[src/rtl/csgd_pkg.sv]
package csgd_pkg;

    // Configuration register indexes
    localparam int CFG_IDX_W = 3;
    localparam logic [CFG_IDX_W-1:0] CFG_RATE_START_RE = 3'd0;
    localparam logic [CFG_IDX_W-1:0] CFG_RATE_START_IM = 3'd1;
    localparam logic [CFG_IDX_W-1:0] CFG_DECAY_SCALE   = 3'd2;
    localparam logic [CFG_IDX_W-1:0] CFG_DECAY_ENABLE  = 3'd3;
    localparam logic [CFG_IDX_W-1:0] CFG_L2_COEFF      = 3'd4;
    localparam logic [CFG_IDX_W-1:0] CFG_SHRINK        = 3'd5;

    // Divider step counts: pass_count * 2^32 has 64 bits, 2^76 has 77
    localparam logic [6:0] DIV1_LAST_BIT = 7'd63;
    localparam logic [6:0] DIV2_LAST_BIT = 7'd76;
    localparam logic [6:0] SQRT_LAST_PAIR = 7'd30;

    typedef struct packed {
        logic signed [31:0] grad_re;
        logic signed [31:0] grad_im;
        logic signed [31:0] par_re;
        logic signed [31:0] par_im;
        logic               last_element;
    } t_in_item;

    typedef struct packed {
        logic signed [31:0] new_par_re;
        logic signed [31:0] new_par_im;
        logic               pass_end;
    } t_out_item;

    typedef struct packed {
        logic signed [31:0] rate_start_re;
        logic signed [31:0] rate_start_im;
        logic [30:0]        decay_scale;
        logic               decay_enable;
        logic [30:0]        l2_coefficient;
        logic [30:0]        shrink_factor;
    } t_cfg;

    // Commands from controller to datapath
    typedef struct packed {
        logic       accept;
        logic       div_step;
        logic       div_first;
        logic       div_y;
        logic       sq_init;
        logic       sq_step;
        logic       scale_mul;
        logic       scale_wr;
        logic       mul0;
        logic       mul1;
        logic       mul2;
        logic       mul3;
        logic       write;
        logic [6:0] cnt;
    } t_cmd;

    // Status from datapath to controller
    typedef struct packed {
        logic decay_go;
        logic out_busy;
    } t_stat;

    // Round half up at bit 30, floor shift
    function automatic logic signed [36:0] rnd30(input logic signed [66:0] v);
        logic signed [66:0] s;
        s = v + 67'sd536870912;
        return s[66:30];
    endfunction

    // Saturate to 32-bit signed
    function automatic logic signed [31:0] sat32(input logic signed [37:0] v);
        if (v > 38'sd2147483647) begin
            return 32'sh7FFFFFFF;
        end else if (v < -38'sd2147483648) begin
            return 32'sh80000000;
        end else begin
            return v[31:0];
        end
    endfunction

    // Saturate to +-(2^31-1)
    function automatic logic signed [31:0] symsat32(input logic signed [37:0] v);
        if (v > 38'sd2147483647) begin
            return 32'sh7FFFFFFF;
        end else if (v < -38'sd2147483647) begin
            return 32'sh80000001;
        end else begin
            return v[31:0];
        end
    endfunction

endpackage

[src/rtl/csgd_ctrl.sv]
module csgd_ctrl (
    input  logic           i_clk,
    input  logic           i_rst_n,
    input  logic           i_in_valid,
    output logic           o_in_ready,
    input  csgd_pkg::t_stat i_stat,
    output csgd_pkg::t_cmd  o_cmd
);
    import csgd_pkg::*;

    typedef enum logic [12:0] {
        S_IDLE   = 13'b0000000000001,
        S_DIV1   = 13'b0000000000010,
        S_DIVY   = 13'b0000000000100,
        S_DIV2   = 13'b0000000001000,
        S_SQINIT = 13'b0000000010000,
        S_SQRT   = 13'b0000000100000,
        S_SCALEM = 13'b0000001000000,
        S_SCALEW = 13'b0000010000000,
        S_MUL0   = 13'b0000100000000,
        S_MUL1   = 13'b0001000000000,
        S_MUL2   = 13'b0010000000000,
        S_MUL3   = 13'b0100000000000,
        S_WRITE  = 13'b1000000000000
    } t_state;

    t_state     r_state, n_state;
    logic [6:0] r_cnt, n_cnt;

    assign o_in_ready = (r_state == S_IDLE);

    // Sequence one item
    always_comb begin
        n_state = r_state;
        n_cnt   = r_cnt;
        o_cmd   = '0;
        o_cmd.cnt = r_cnt;
        case (r_state)
            S_IDLE: begin
                if (i_in_valid) begin
                    o_cmd.accept = 1'b1;
                    if (i_stat.decay_go) begin
                        n_state = S_DIV1;
                        n_cnt   = DIV1_LAST_BIT;
                    end else begin
                        n_state = S_MUL0;
                    end
                end
            end
            S_DIV1: begin
                o_cmd.div_step  = 1'b1;
                o_cmd.div_first = 1'b1;
                n_cnt = r_cnt - 7'd1;
                if (r_cnt == 7'd0) begin
                    n_state = S_DIVY;
                end
            end
            S_DIVY: begin
                o_cmd.div_y = 1'b1;
                n_state = S_DIV2;
                n_cnt   = DIV2_LAST_BIT;
            end
            S_DIV2: begin
                o_cmd.div_step = 1'b1;
                n_cnt = r_cnt - 7'd1;
                if (r_cnt == 7'd0) begin
                    n_state = S_SQINIT;
                end
            end
            S_SQINIT: begin
                o_cmd.sq_init = 1'b1;
                n_state = S_SQRT;
                n_cnt   = SQRT_LAST_PAIR;
            end
            S_SQRT: begin
                o_cmd.sq_step = 1'b1;
                n_cnt = r_cnt - 7'd1;
                if (r_cnt == 7'd0) begin
                    n_state = S_SCALEM;
                end
            end
            S_SCALEM: begin
                o_cmd.scale_mul = 1'b1;
                n_state = S_SCALEW;
            end
            S_SCALEW: begin
                o_cmd.scale_wr = 1'b1;
                n_state = S_MUL0;
            end
            S_MUL0: begin
                o_cmd.mul0 = 1'b1;
                n_state = S_MUL1;
            end
            S_MUL1: begin
                o_cmd.mul1 = 1'b1;
                n_state = S_MUL2;
            end
            S_MUL2: begin
                o_cmd.mul2 = 1'b1;
                n_state = S_MUL3;
            end
            S_MUL3: begin
                o_cmd.mul3 = 1'b1;
                n_state = S_WRITE;
            end
            S_WRITE: begin
                // Hold until the output register is free
                if (!i_stat.out_busy) begin
                    o_cmd.write = 1'b1;
                    n_state = S_IDLE;
                end
            end
            default: begin
                n_state = S_IDLE;
            end
        endcase
    end

    always_ff @(posedge i_clk) begin
        if (!i_rst_n) begin
            r_state <= S_IDLE;
            r_cnt   <= '0;
        end else begin
            r_state <= n_state;
            r_cnt   <= n_cnt;
        end
    end

endmodule

[config.mk]
export PLATFORM = sky130hd
export DESIGN_NAME = csgd_ctrl
export DESIGN_NICKNAME = d
export VERILOG_FILES = /design/src/rtl/csgd_pkg.sv /design/src/rtl/csgd_ctrl.sv
export SDC_FILE = /design/constraint.sdc
export NUM_CORES = 1
export LEC_CHECK = 0
export ABC_AREA = 1
export BUFFER_PORTS_ARGS = -buffer_cell sky130_fd_sc_hd__buf_2
export CORE_ASPECT_RATIO = 0.75
export CORE_MARGIN = 3
export CORE_UTILIZATION = 40
export CTS_CLUSTER_DIAMETER = 80
export CTS_CLUSTER_SIZE = 16
export DETAILED_ROUTE_END_ITERATION = 8
export HOLD_SLACK_MARGIN = 0.1
export PLACE_DENSITY = 0.67
export SETUP_SLACK_MARGIN = 0.4
export SYNTH_ARGS = -nofsm -noshare
export SYNTH_HDL_FRONTEND = slang
export SYNTH_SLANG_ARGS = --single-unit
[constraint.sdc]
create_clock -name i_clk -period 2.42 [get_ports i_clk]
set_clock_uncertainty 0.05 [all_clocks]
set_input_delay 0.363 -clock i_clk [delete_from_list [all_inputs] [get_ports i_clk]]
set_output_delay 0.363 -clock i_clk [all_outputs]
set_load 0.01 [all_outputs]
==> out/results.txt, run 1 <==
CTS Root Cell: clkbuf_8
type of origin of the critical path: flop
Synthesis Warnings: 0
FF-to-FF setup slack: 0.67 ns
worst r2r src: r_state[8]$_SDFFE_PN0P_
Setup Crit Path Kind: reg -> out
Final Cycle Share: 81.2%
Critical Path AT: 1.55 ns
ys async rst share: 0%
Max-slew headroom: 74.8%
Syn Nets: 253
PwrDens: 1210 mW/mm^2
Worst EP required: 2.01 ns
DP HPWL: 3060 um
fin. max-slew vios: 0
top_reg_cell synth: dfxtp_1
Synth cell types: 28
vias per cell: 4.73
vias in the first global route: 1300
Pre-antenna DRT Iters: 4
synth top area cells: dfxtp_1, nand2_1, inv_1
post-route antenna net violation count: 0
initial DRC count: 109
final wirelength: 3920 um
DIE AREA: 0.00466 mm^2
Die Wd: 77.8 um
cell taking the most area after synthesis: dfxtp_1
RSZ-0062 raised after global routing: no
HP Class: in -> reg
reg2reg end: r_state[11]$_SDFFE_PN0P_
Nets: 283
Die Y: 59.9 um
Syn Area/Cell: 6.29 um^2
IO Pins: 26
reg2reg path depth: 10
Hold Crit Start: i_rst_n
clk slew on worst S/H paths: 0.08 ns
TritonCTS clock tree: yes
status: finished clean
Post-synth top cells: nand2_1, inv_1, nor2_1
Starting Density: 44.3%
clock sinks: 20
CTS max path bufs: 2
Max IR drop VDD: 0.669 mV
Slew @ Worst Pin: 0.375 ns
Max H-tree Level: 1
share of cells above drive strength 1: 25.5%
Max Cap Viol: 0
Lkg Pwr: 1.07 nW
Skew-Pair Late Insertion Delay: 0.26 ns
Worst Hold End: r_state[0]$_SDFFE_PN1P_
Worst Hold Depth: 2
Setup-failing EPs final: 0
Seq/Total Area, Yosys: 25.9%
Synth top area share: 25.9%
Synth Register Bits: 20
GPL Wtd Cong: 0.888
WL/cell: 12.1 um
post-layout util: 51.8%
num rows: 18
Fmax: 509 MHz
initial antenna violation count: 0
Tmin final: 1.96 ns
most common cell in the netlist: nand2_1
largest net degree at the start of global routing: 17
TNS Setup: 0 ns
gr ovfl total: 0
number of remaining DRC errors: 0
crit path max fanout: 5
EDFF count, synth: 0
area grow syn2layout: 16.8%
Port-buffer cells: 25
gr usage total: 17.1%
vias: 1537
Cells after Synth: 246
# hold bufs at CTS: 0
Final Hold Fails: 0
Diodes inserted: 0
post-synthesis cell area: 0.00155 mm^2
Tot Pwr: 2.19 mW
CTS Buf Count: 3
final hold slack: 0.420 ns
critical path endpoint category: primary output
core area: 0.00349 mm^2
first-pass GRT wire length: 6200 um
[per-layer routing]
layer	GRT usage (%)	part of all wire (%)	vias up
li1	-	-	808
met4	3.05	0.48	0
met5	0	0	-
met2	24.3	39	54
met3	3.77	6.1	2
met1	26.1	54	673
[power breakdown]
part | switching [mW] | total (mW) | internal [mW]
logic | 0.917 | 1.43 | 0.510
registers | 0.0902 | 0.502 | 0.412
clock network | 0.115 | 0.260 | 0.145
[worst max-delay path: stages, from the launching register on]
cell,delay (ns)
dfxtp_1,0.34
nor2_2,0.19
nand2_4,0.09
nor2_8,0.16
buf_4,0.17
nand2_4,0.08
nor2_4,0.12
buf_2,0.14
[area by class of cell]
class	instances	area, um^2
fillers	375	1680
inverters	48	180
repair buffers	27	153
clock buffers	4	55.1
multi-input cells	176	957
flip-flops and latches	20	400
well taps	50	62.6
[sequential cells by signal (all words and copies together) (netlist names)]
register and cells:
r_cnt 7, r_state 13
[layout by cell type, fill, tap and decap left out, types with 3 or more instances in the layout]
master    instances
xor2_1            4
clkbuf_8          4
nor2_2           12
a21oi_1           7
nand2_1          47
inv_2             3
nand2_4           4
dfxtp_1          20
nor2_1           38
o21ai_0           3
nand2_2          10
nand3_1          24
buf_2            25
nor2_4            6
nand4_1           7
inv_1            43
[per-stage QoR]
| stage | worst slack, ns | instance area (um^2) | std cells |
|---|---|---|---|
| 6_report | 0.455 | 1810 | 325 |
| 5_1_grt | 0.397 | 1810 | 325 |
| 4_1_cts | 0.422 | 1770 | 323 |
| 3_5_place_dp | 0.703 | 1720 | 319 |
| 3_3_place_gp | 0.703 | 1720 | 319 |
| 2_1_floorplan | 0.954 | 1550 | 246 |
[cell families after synthesis]
logic type / count (synthesis) / share of synthesized area (%)
AND/OR/NAND/NOR: 154 / 50.9
buffers and inverters: 50 / 12.9
flip-flops: 20 / 25.9
AO/OA/AOI/OAI: 15 / 5.82
XOR/XNOR: 5 / 2.83
adder cells (fa/ha/maj): 2 / 1.62
[repair_timing]
action	4_1_cts	5_1_grt
endpoints found under the setup margin	0	11
setup buffers	0	2
resized for setup	0	3
hold endpoints to repair	0	0
[worst max path at each step]
stage,start,end,slack (ns),depth (start not counted)
6_report,r_state[10]$_SDFFE_PN0P_,o_cmd[19],0.46,7
5_1_grt,r_state[10]$_SDFFE_PN0P_,o_cmd[15],0.40,7
4_1_cts,r_state[0]$_SDFFE_PN1P_,o_cmd[8],0.42,6
3_5_place_dp,r_state[10]$_SDFFE_PN0P_,r_state[12]$_SDFFE_PN0P_,0.70,10
3_3_place_gp,r_state[12]$_SDFFE_PN0P_,r_state[11]$_SDFFE_PN0P_,0.70,11
2_1_floorplan,r_state[10]$_SDFFE_PN0P_,r_state[11]$_SDFFE_PN0P_,0.95,12
Power figures use the tool's default switching activity.
==> inputs of run 2 (changes only) <==
--- a/config.mk
+++ b/config.mk
@@ -14,7 +14,7 @@
 export CTS_CLUSTER_SIZE = 16
 export DETAILED_ROUTE_END_ITERATION = 8
 export HOLD_SLACK_MARGIN = 0.1
-export PLACE_DENSITY = 0.67
+export PLACE_DENSITY = 0.69
 export SETUP_SLACK_MARGIN = 0.4
 export SYNTH_ARGS = -nofsm -noshare
 export SYNTH_HDL_FRONTEND = slang
==> constraint.sdc (replaced) <==
create_clock -name i_clk -period 1.65 [get_ports i_clk]
set_clock_uncertainty 0.05 [all_clocks]
set_input_delay 0.2475 -clock i_clk [delete_from_list [all_inputs] [get_ports i_clk]]
set_output_delay 0.2475 -clock i_clk [all_outputs]
set_load 0.01 [all_outputs]
==> run 2 against run 1 <==
The flow now finishes with violations (setup timing). Critical path depth increased by 4. Clock-buffer cell count unchanged. Sequential share of layout area fell by 4.0 points. Setup slack got worse by 0.59 ns. Largest cell class unchanged. Global-route usage rose by 3.7 points. Sequential power up 55%. Hold slack got worse by 0.11 ns. Wire length up 24%. Largest power group unchanged. Combinational power up 95%. Power up 81%.
==> out/results.txt, run 2 (same netlist as run 1, synthesis figures left out) <==
number of remaining DRC errors: 0
max FFs per register: 13
Fillers: 281
type of origin of the critical path: flop
Skew-Pair Late Insertion Delay: 0.27 ns
initial DRC count: 104
CTS max path bufs: 2
Lkg Pwr: 1.26 nW
DP HPWL: 3160 um
# hold bufs at CTS: 0
largest net degree at the start of global routing: 17
PwrDens: 1690 mW/mm^2
Port-buffer cells: 25
Worst EP required: 1.77 ns
post-route antenna net violation count: 0
clock sinks: 20
final hold slack: 0.312 ns
WL/cell: 13.6 um
RSZ-0062 raised after global routing: yes
DIE AREA: 0.00466 mm^2
Max IR drop VDD: 0.988 mV
TritonCTS clock tree: yes
multi-input logic area: 0.00115 mm^2
Setup Crit Path Kind: reg -> reg
Die Y: 59.9 um
Setup-failing EPs final: 23
GPL Wtd Cong: 0.898
HP Class: in -> reg
critical path endpoint category: flop
final wirelength: 4870 um
CTS Root Cell: clkbuf_8
Max H-tree Level: 1
clk slew on worst S/H paths: 0.08 ns
status: finished, violations left
Final Cycle Share: 108%
share of cells above drive strength 1: 46.6%
Final Hold Fails: 0
Critical Path AT: 1.90 ns
Fmax: 562 MHz
commonest non-fill, non-tap cell in the layout: nand2_1
crit path max fanout: 5
most frequent cells in the layout: nand2_1, inv_1, nor2_1, buf_4, nor2_4
area grow syn2layout: 51.3%
vias per cell: 4.82
first-pass GRT wire length: 7410 um
Max Cap Viol: 0
IO Pins: 26
Max-slew headroom: 76.7%
Largest regs: r_state x13, r_cnt x7
gr usage total: 20.7%
initial antenna violation count: 0
FF-to-FF setup slack: -0.13 ns
Place WS: -0.00394 ns
fin. max-slew vios: 0
Slew @ Worst Pin: 0.347 ns
Tmin final: 1.78 ns
CTS Buf Count: 3
num rows: 18
FF+latch area: 424 um^2
vias: 1721
Diodes inserted: 0
vias in the first global route: 1545
failing checks: setup timing
final worst setup slack: -0.130 ns
Pre-antenna DRT Iters: 4
Die Wd: 77.8 um
Starting Density: 44.3%
Nets: 315
core area: 0.00349 mm^2
gr ovfl total: 0
register with the most flip-flops: r_state
==> run 2: cell count changes in the layout (fill, tap and decap cells not counted), moves of 6 or more <==
cell / change
buf_6: +14
dfxtp_1: -11
buf_4: +27
inv_1: -6
nand3_1: -11
dfxtp_2: +7
nand3_2: +9
nor2_4: +10
buf_2: -10
nand2_1: -8
nand2_4: +7
==> run 2: routing by layer <==
metal | part of all wire (%) | track usage (%) | up-vias | routed length [um]
met5 | 0 | 0 | - | 0
met4 | 1.7 | 5.33 | 0 | 85
met2 | 45 | 33.7 | 45 | 2180
met1 | 48 | 28.5 | 794 | 2320
li1 | - | - | 876 | -
met3 | 6.0 | 3.92 | 6 | 290
==> run 2: path summary, 6_finish.rpt <==
| kind | from | to | cells past startpoint |
|---|---|---|---|
| hold reg to reg | r_cnt[5]$_SDFFE_PN0P_ | r_cnt[5]$_SDFFE_PN0P_ | 2 |
| setup reg to reg | r_state[10]$_SDFFE_PN0P_ | r_state[12]$_SDFFE_PN0P_ | 11 |
| setup / recovery | r_state[10]$_SDFFE_PN0P_ | r_state[12]$_SDFFE_PN0P_ | 11 |
| hold / removal | i_rst_n | r_state[0]$_SDFFE_PN1P_ | 2 |
==> run 2: final cells by class <==
cell class,instances,area share (%)
timing repair buffer,58,19.8
tap,50,2.67
clock buffer,4,2.35
multi-input combinational,177,49.3
inverter,48,7.80
sequential,20,18.1
==> run 2: repair_timing <==
action / in CTS / in global routing
resized for setup: 40 / 16
pin swaps: 24 / 4
endpoints found under the setup margin: 34 / 34
gates cloned: 1 / 0
setup buffers: 21 / 7
==> run 2: through the flow <==
stage               TNS [ns]  utilization (%)  instance area, um^2  std cells  total power, mW
global route           -3.42             67.1                 2340        357             4.23
global placement           0             52.5                 1830        324             2.88
floorplan                  0                -                 1630        246             2.42
finish                 -1.37             67.1                 2340        357             3.96
detailed placement  -0.00477             52.5                 1830        324             2.89
CTS                   -0.623             63.9                 2230        350             3.78
==> run 2: where the power goes <==
part	total (mW)	switching [mW]	internal [mW]
sequential	0.779	0.154	0.625
clock	0.390	0.177	0.213
combinational	2.79	1.65	1.14
==> run 2: worst max-delay path, stage by stage (launching register included) <==
cell     delay [ns]
dfxtp_2        0.35
nor2_4         0.14
nand2_4        0.10
buf_12         0.13
nor2_4         0.13
nand3_1        0.15
nand3_4        0.16
nand2_1        0.13
nand2_2        0.14
nand2_1        0.06
nand2_1        0.07
nor2_1         0.05
==> inputs of run 3 (changes only) <==
--- a/config.mk
+++ b/config.mk
@@ -9,12 +9,13 @@
 export BUFFER_PORTS_ARGS = -buffer_cell sky130_fd_sc_hd__buf_2
 export CORE_ASPECT_RATIO = 0.75
 export CORE_MARGIN = 3
-export CORE_UTILIZATION = 40
+export CORE_UTILIZATION = 25
 export CTS_CLUSTER_DIAMETER = 80
 export CTS_CLUSTER_SIZE = 16
 export DETAILED_ROUTE_END_ITERATION = 8
 export HOLD_SLACK_MARGIN = 0.1
-export PLACE_DENSITY = 0.69
+export MAX_ROUTING_LAYER = met4
+export PLACE_DENSITY = 0.5
 export SETUP_SLACK_MARGIN = 0.4
 export SYNTH_ARGS = -nofsm -noshare
 export SYNTH_HDL_FRONTEND = slang
==> run 3 against run 2 <==
The run still ends with setup timing left. Sequential cell count is the same. Critical path depth down 4. Global-route usage decreased by 7.0 points. Setup slack gained 0.024 ns. Sequential power fell by 1%. Utilization fell by 26 points. Power is 5.1% higher. Register-to-register slack improved by 0.09 ns. Critical endpoint is now o_cmd[19]. Largest cell class unchanged.
==> out/results.txt, run 3 (same netlist as run 1, synthesis figures left out) <==
critical path endpoint category: primary output
Skew-Pair Late Insertion Delay: 0.27 ns
FF-to-FF setup slack: -0.04 ns
reg2reg path depth: 14
Tot Pwr: 4.16 mW
num rows: 24
Starting Density: 26.2%
Worst Hold Depth: 3
Fillers: 601
Diodes inserted: 0
max FFs per register: 13
IO Pins: 26
Max-slew headroom: 79.7%
GPL Wtd Cong: 0.858
PwrDens: 1710 mW/mm^2
FF+latch area: 427 um^2
post-layout util: 41.0%
Crit path largest cell delay: 0.35 ns
CTS max path bufs: 2
share of cells above drive strength 1: 47.7%
Die Wd: 96.9 um
DP HPWL: 3430 um
largest net degree at the start of global routing: 13
initial antenna violation count: 0
Final Cycle Share: 106%
gr ovfl total: 0
Top Usage Layer GRT: met2
Fmax: 570 MHz
Max H-tree Level: 1
status: finished, violations left
GRT met3 Usage: 3.75%
core area: 0.00592 mm^2
Worst EP required: 1.35 ns
# hold bufs at CTS: 0
Max Cap Viol: 0
commonest non-fill, non-tap cell in the layout: nand2_1
final wirelength: 4760 um
reg2reg end: r_state[11]$_SDFFE_PN0P_
WL/cell: 12.5 um
DIE AREA: 0.00718 mm^2
Final Hold Fails: 0
met2 GRT Util: 21.1%
Slew @ Worst Pin: 0.303 ns
Pre-antenna DRT Iters: 4
vias in the first global route: 1545
Setup-failing EPs final: 17
multi-input logic area: 0.00119 mm^2
Largest regs: r_state x13, r_cnt x7
number of remaining DRC errors: 0
TritonCTS clock tree: yes
CTS Buf Count: 3
Final Cell Area: 0.00243 mm^2
register with the most flip-flops: r_state
TNS Setup: -0.939 ns
CP cell instances: nor2_4, nand2_4, nor2_4, buf_6, nand2_4, nor2_4, buf_6
post-route antenna net violation count: 0
worst r2r src: r_state[8]$_SDFFE_PN0P_
final worst setup slack: -0.106 ns
Crit path top cell by count: nor2_4
Nets: 312
type of origin of the critical path: flop
area grow syn2layout: 56.8%
HP Class: in -> reg
CTS Root Cell: clkbuf_8
RSZ-0062 raised after global routing: yes
grt met1 use: 18.2%
initial DRC count: 124
first-pass GRT wire length: 7600 um
placed instance area: 0.00190 mm^2
vias per cell: 4.31
Die Y: 74.1 um
vias: 1645
Setup Crit Path Kind: reg -> out
CP endpoint: o_cmd[19]
failing checks: setup timing
clk slew on worst S/H paths: 0.08 ns
clock sinks: 20
Max IR drop VDD: 0.462 mV
CP startpoint: r_state[4]$_SDFFE_PN0P_
gr usage total: 13.8%
Lkg Pwr: 1.28 nW
Tmin final: 1.76 ns
Port-buffer cells: 25
crit path max fanout: 6
critical path's slowest cell: dfxtp_2
Critical Path AT: 1.46 ns
fin. max-slew vios: 0
final hold slack: 0.238 ns
most frequent cells in the layout: nand2_1, inv_1, nor2_1, buf_4, buf_6
run 3: area by class of cell:
class	instances	area share (%)
repair buffers	56	19.1
clock buffers	4	2.73
multi-input cells	176	48.9
inverters	48	7.63
flip-flops and latches	20	17.6
well taps	78	4.02
run 3: worst min path at each step:
stage,from,end
floorplan,i_rst_n,r_state[6]$_SDFFE_PN0P_
global placement,r_cnt[5]$_SDFFE_PN0P_,r_cnt[5]$_SDFFE_PN0P_
detailed placement,r_cnt[5]$_SDFFE_PN0P_,r_cnt[5]$_SDFFE_PN0P_
CTS,i_rst_n,r_state[5]$_SDFFE_PN0P_
global route,i_rst_n,r_state[5]$_SDFFE_PN0P_
finish,i_rst_n,r_state[5]$_SDFFE_PN0P_
run 3: critical path, delay by kind of cell, from the launching register on:
kind                   cells  cell delay, ns
and+or+nand+nor            5            0.62
DFF                        1            0.35
buffers and inverters      2            0.23
run 3: report_power, final:
part / total (mW) / internal [mW] / leakage [nW] / switching [mW]
clock: 0.446 / 0.263 / 0.0339 / 0.182
combinational: 2.94 / 1.24 / 1.08 / 1.70
sequential: 0.770 / 0.624 / 0.170 / 0.146
total: 4.16 / 2.13 / 1.28 / 2.03
run 3: routing by layer:
layer / part of all wire (%) / vias up / wire [um]
li1: - / 872 / -
met1: 49 / 741 / 2350
met2: 46 / 25 / 2170
met3: 3.9 / 7 / 185
met4: 1.1 / 0 / 52
met5: 0 / - / 0
run 3: repair_timing:
item,in CTS,in global routing
gates resized for setup,41,33
setup buffers,16,5
endpoints found under the setup margin,34,34
pin swaps,14,9
gates cloned,0,0
run 3: metrics by stage:
stage / instances / worst slack [ns]
after floorplan: 246 / 0.226
after global placement: 357 / 0.0276
after detailed placement: 357 / 0.0420
after CTS: 377 / -0.0891
after global routing: 382 / -0.202
final: 382 / -0.106
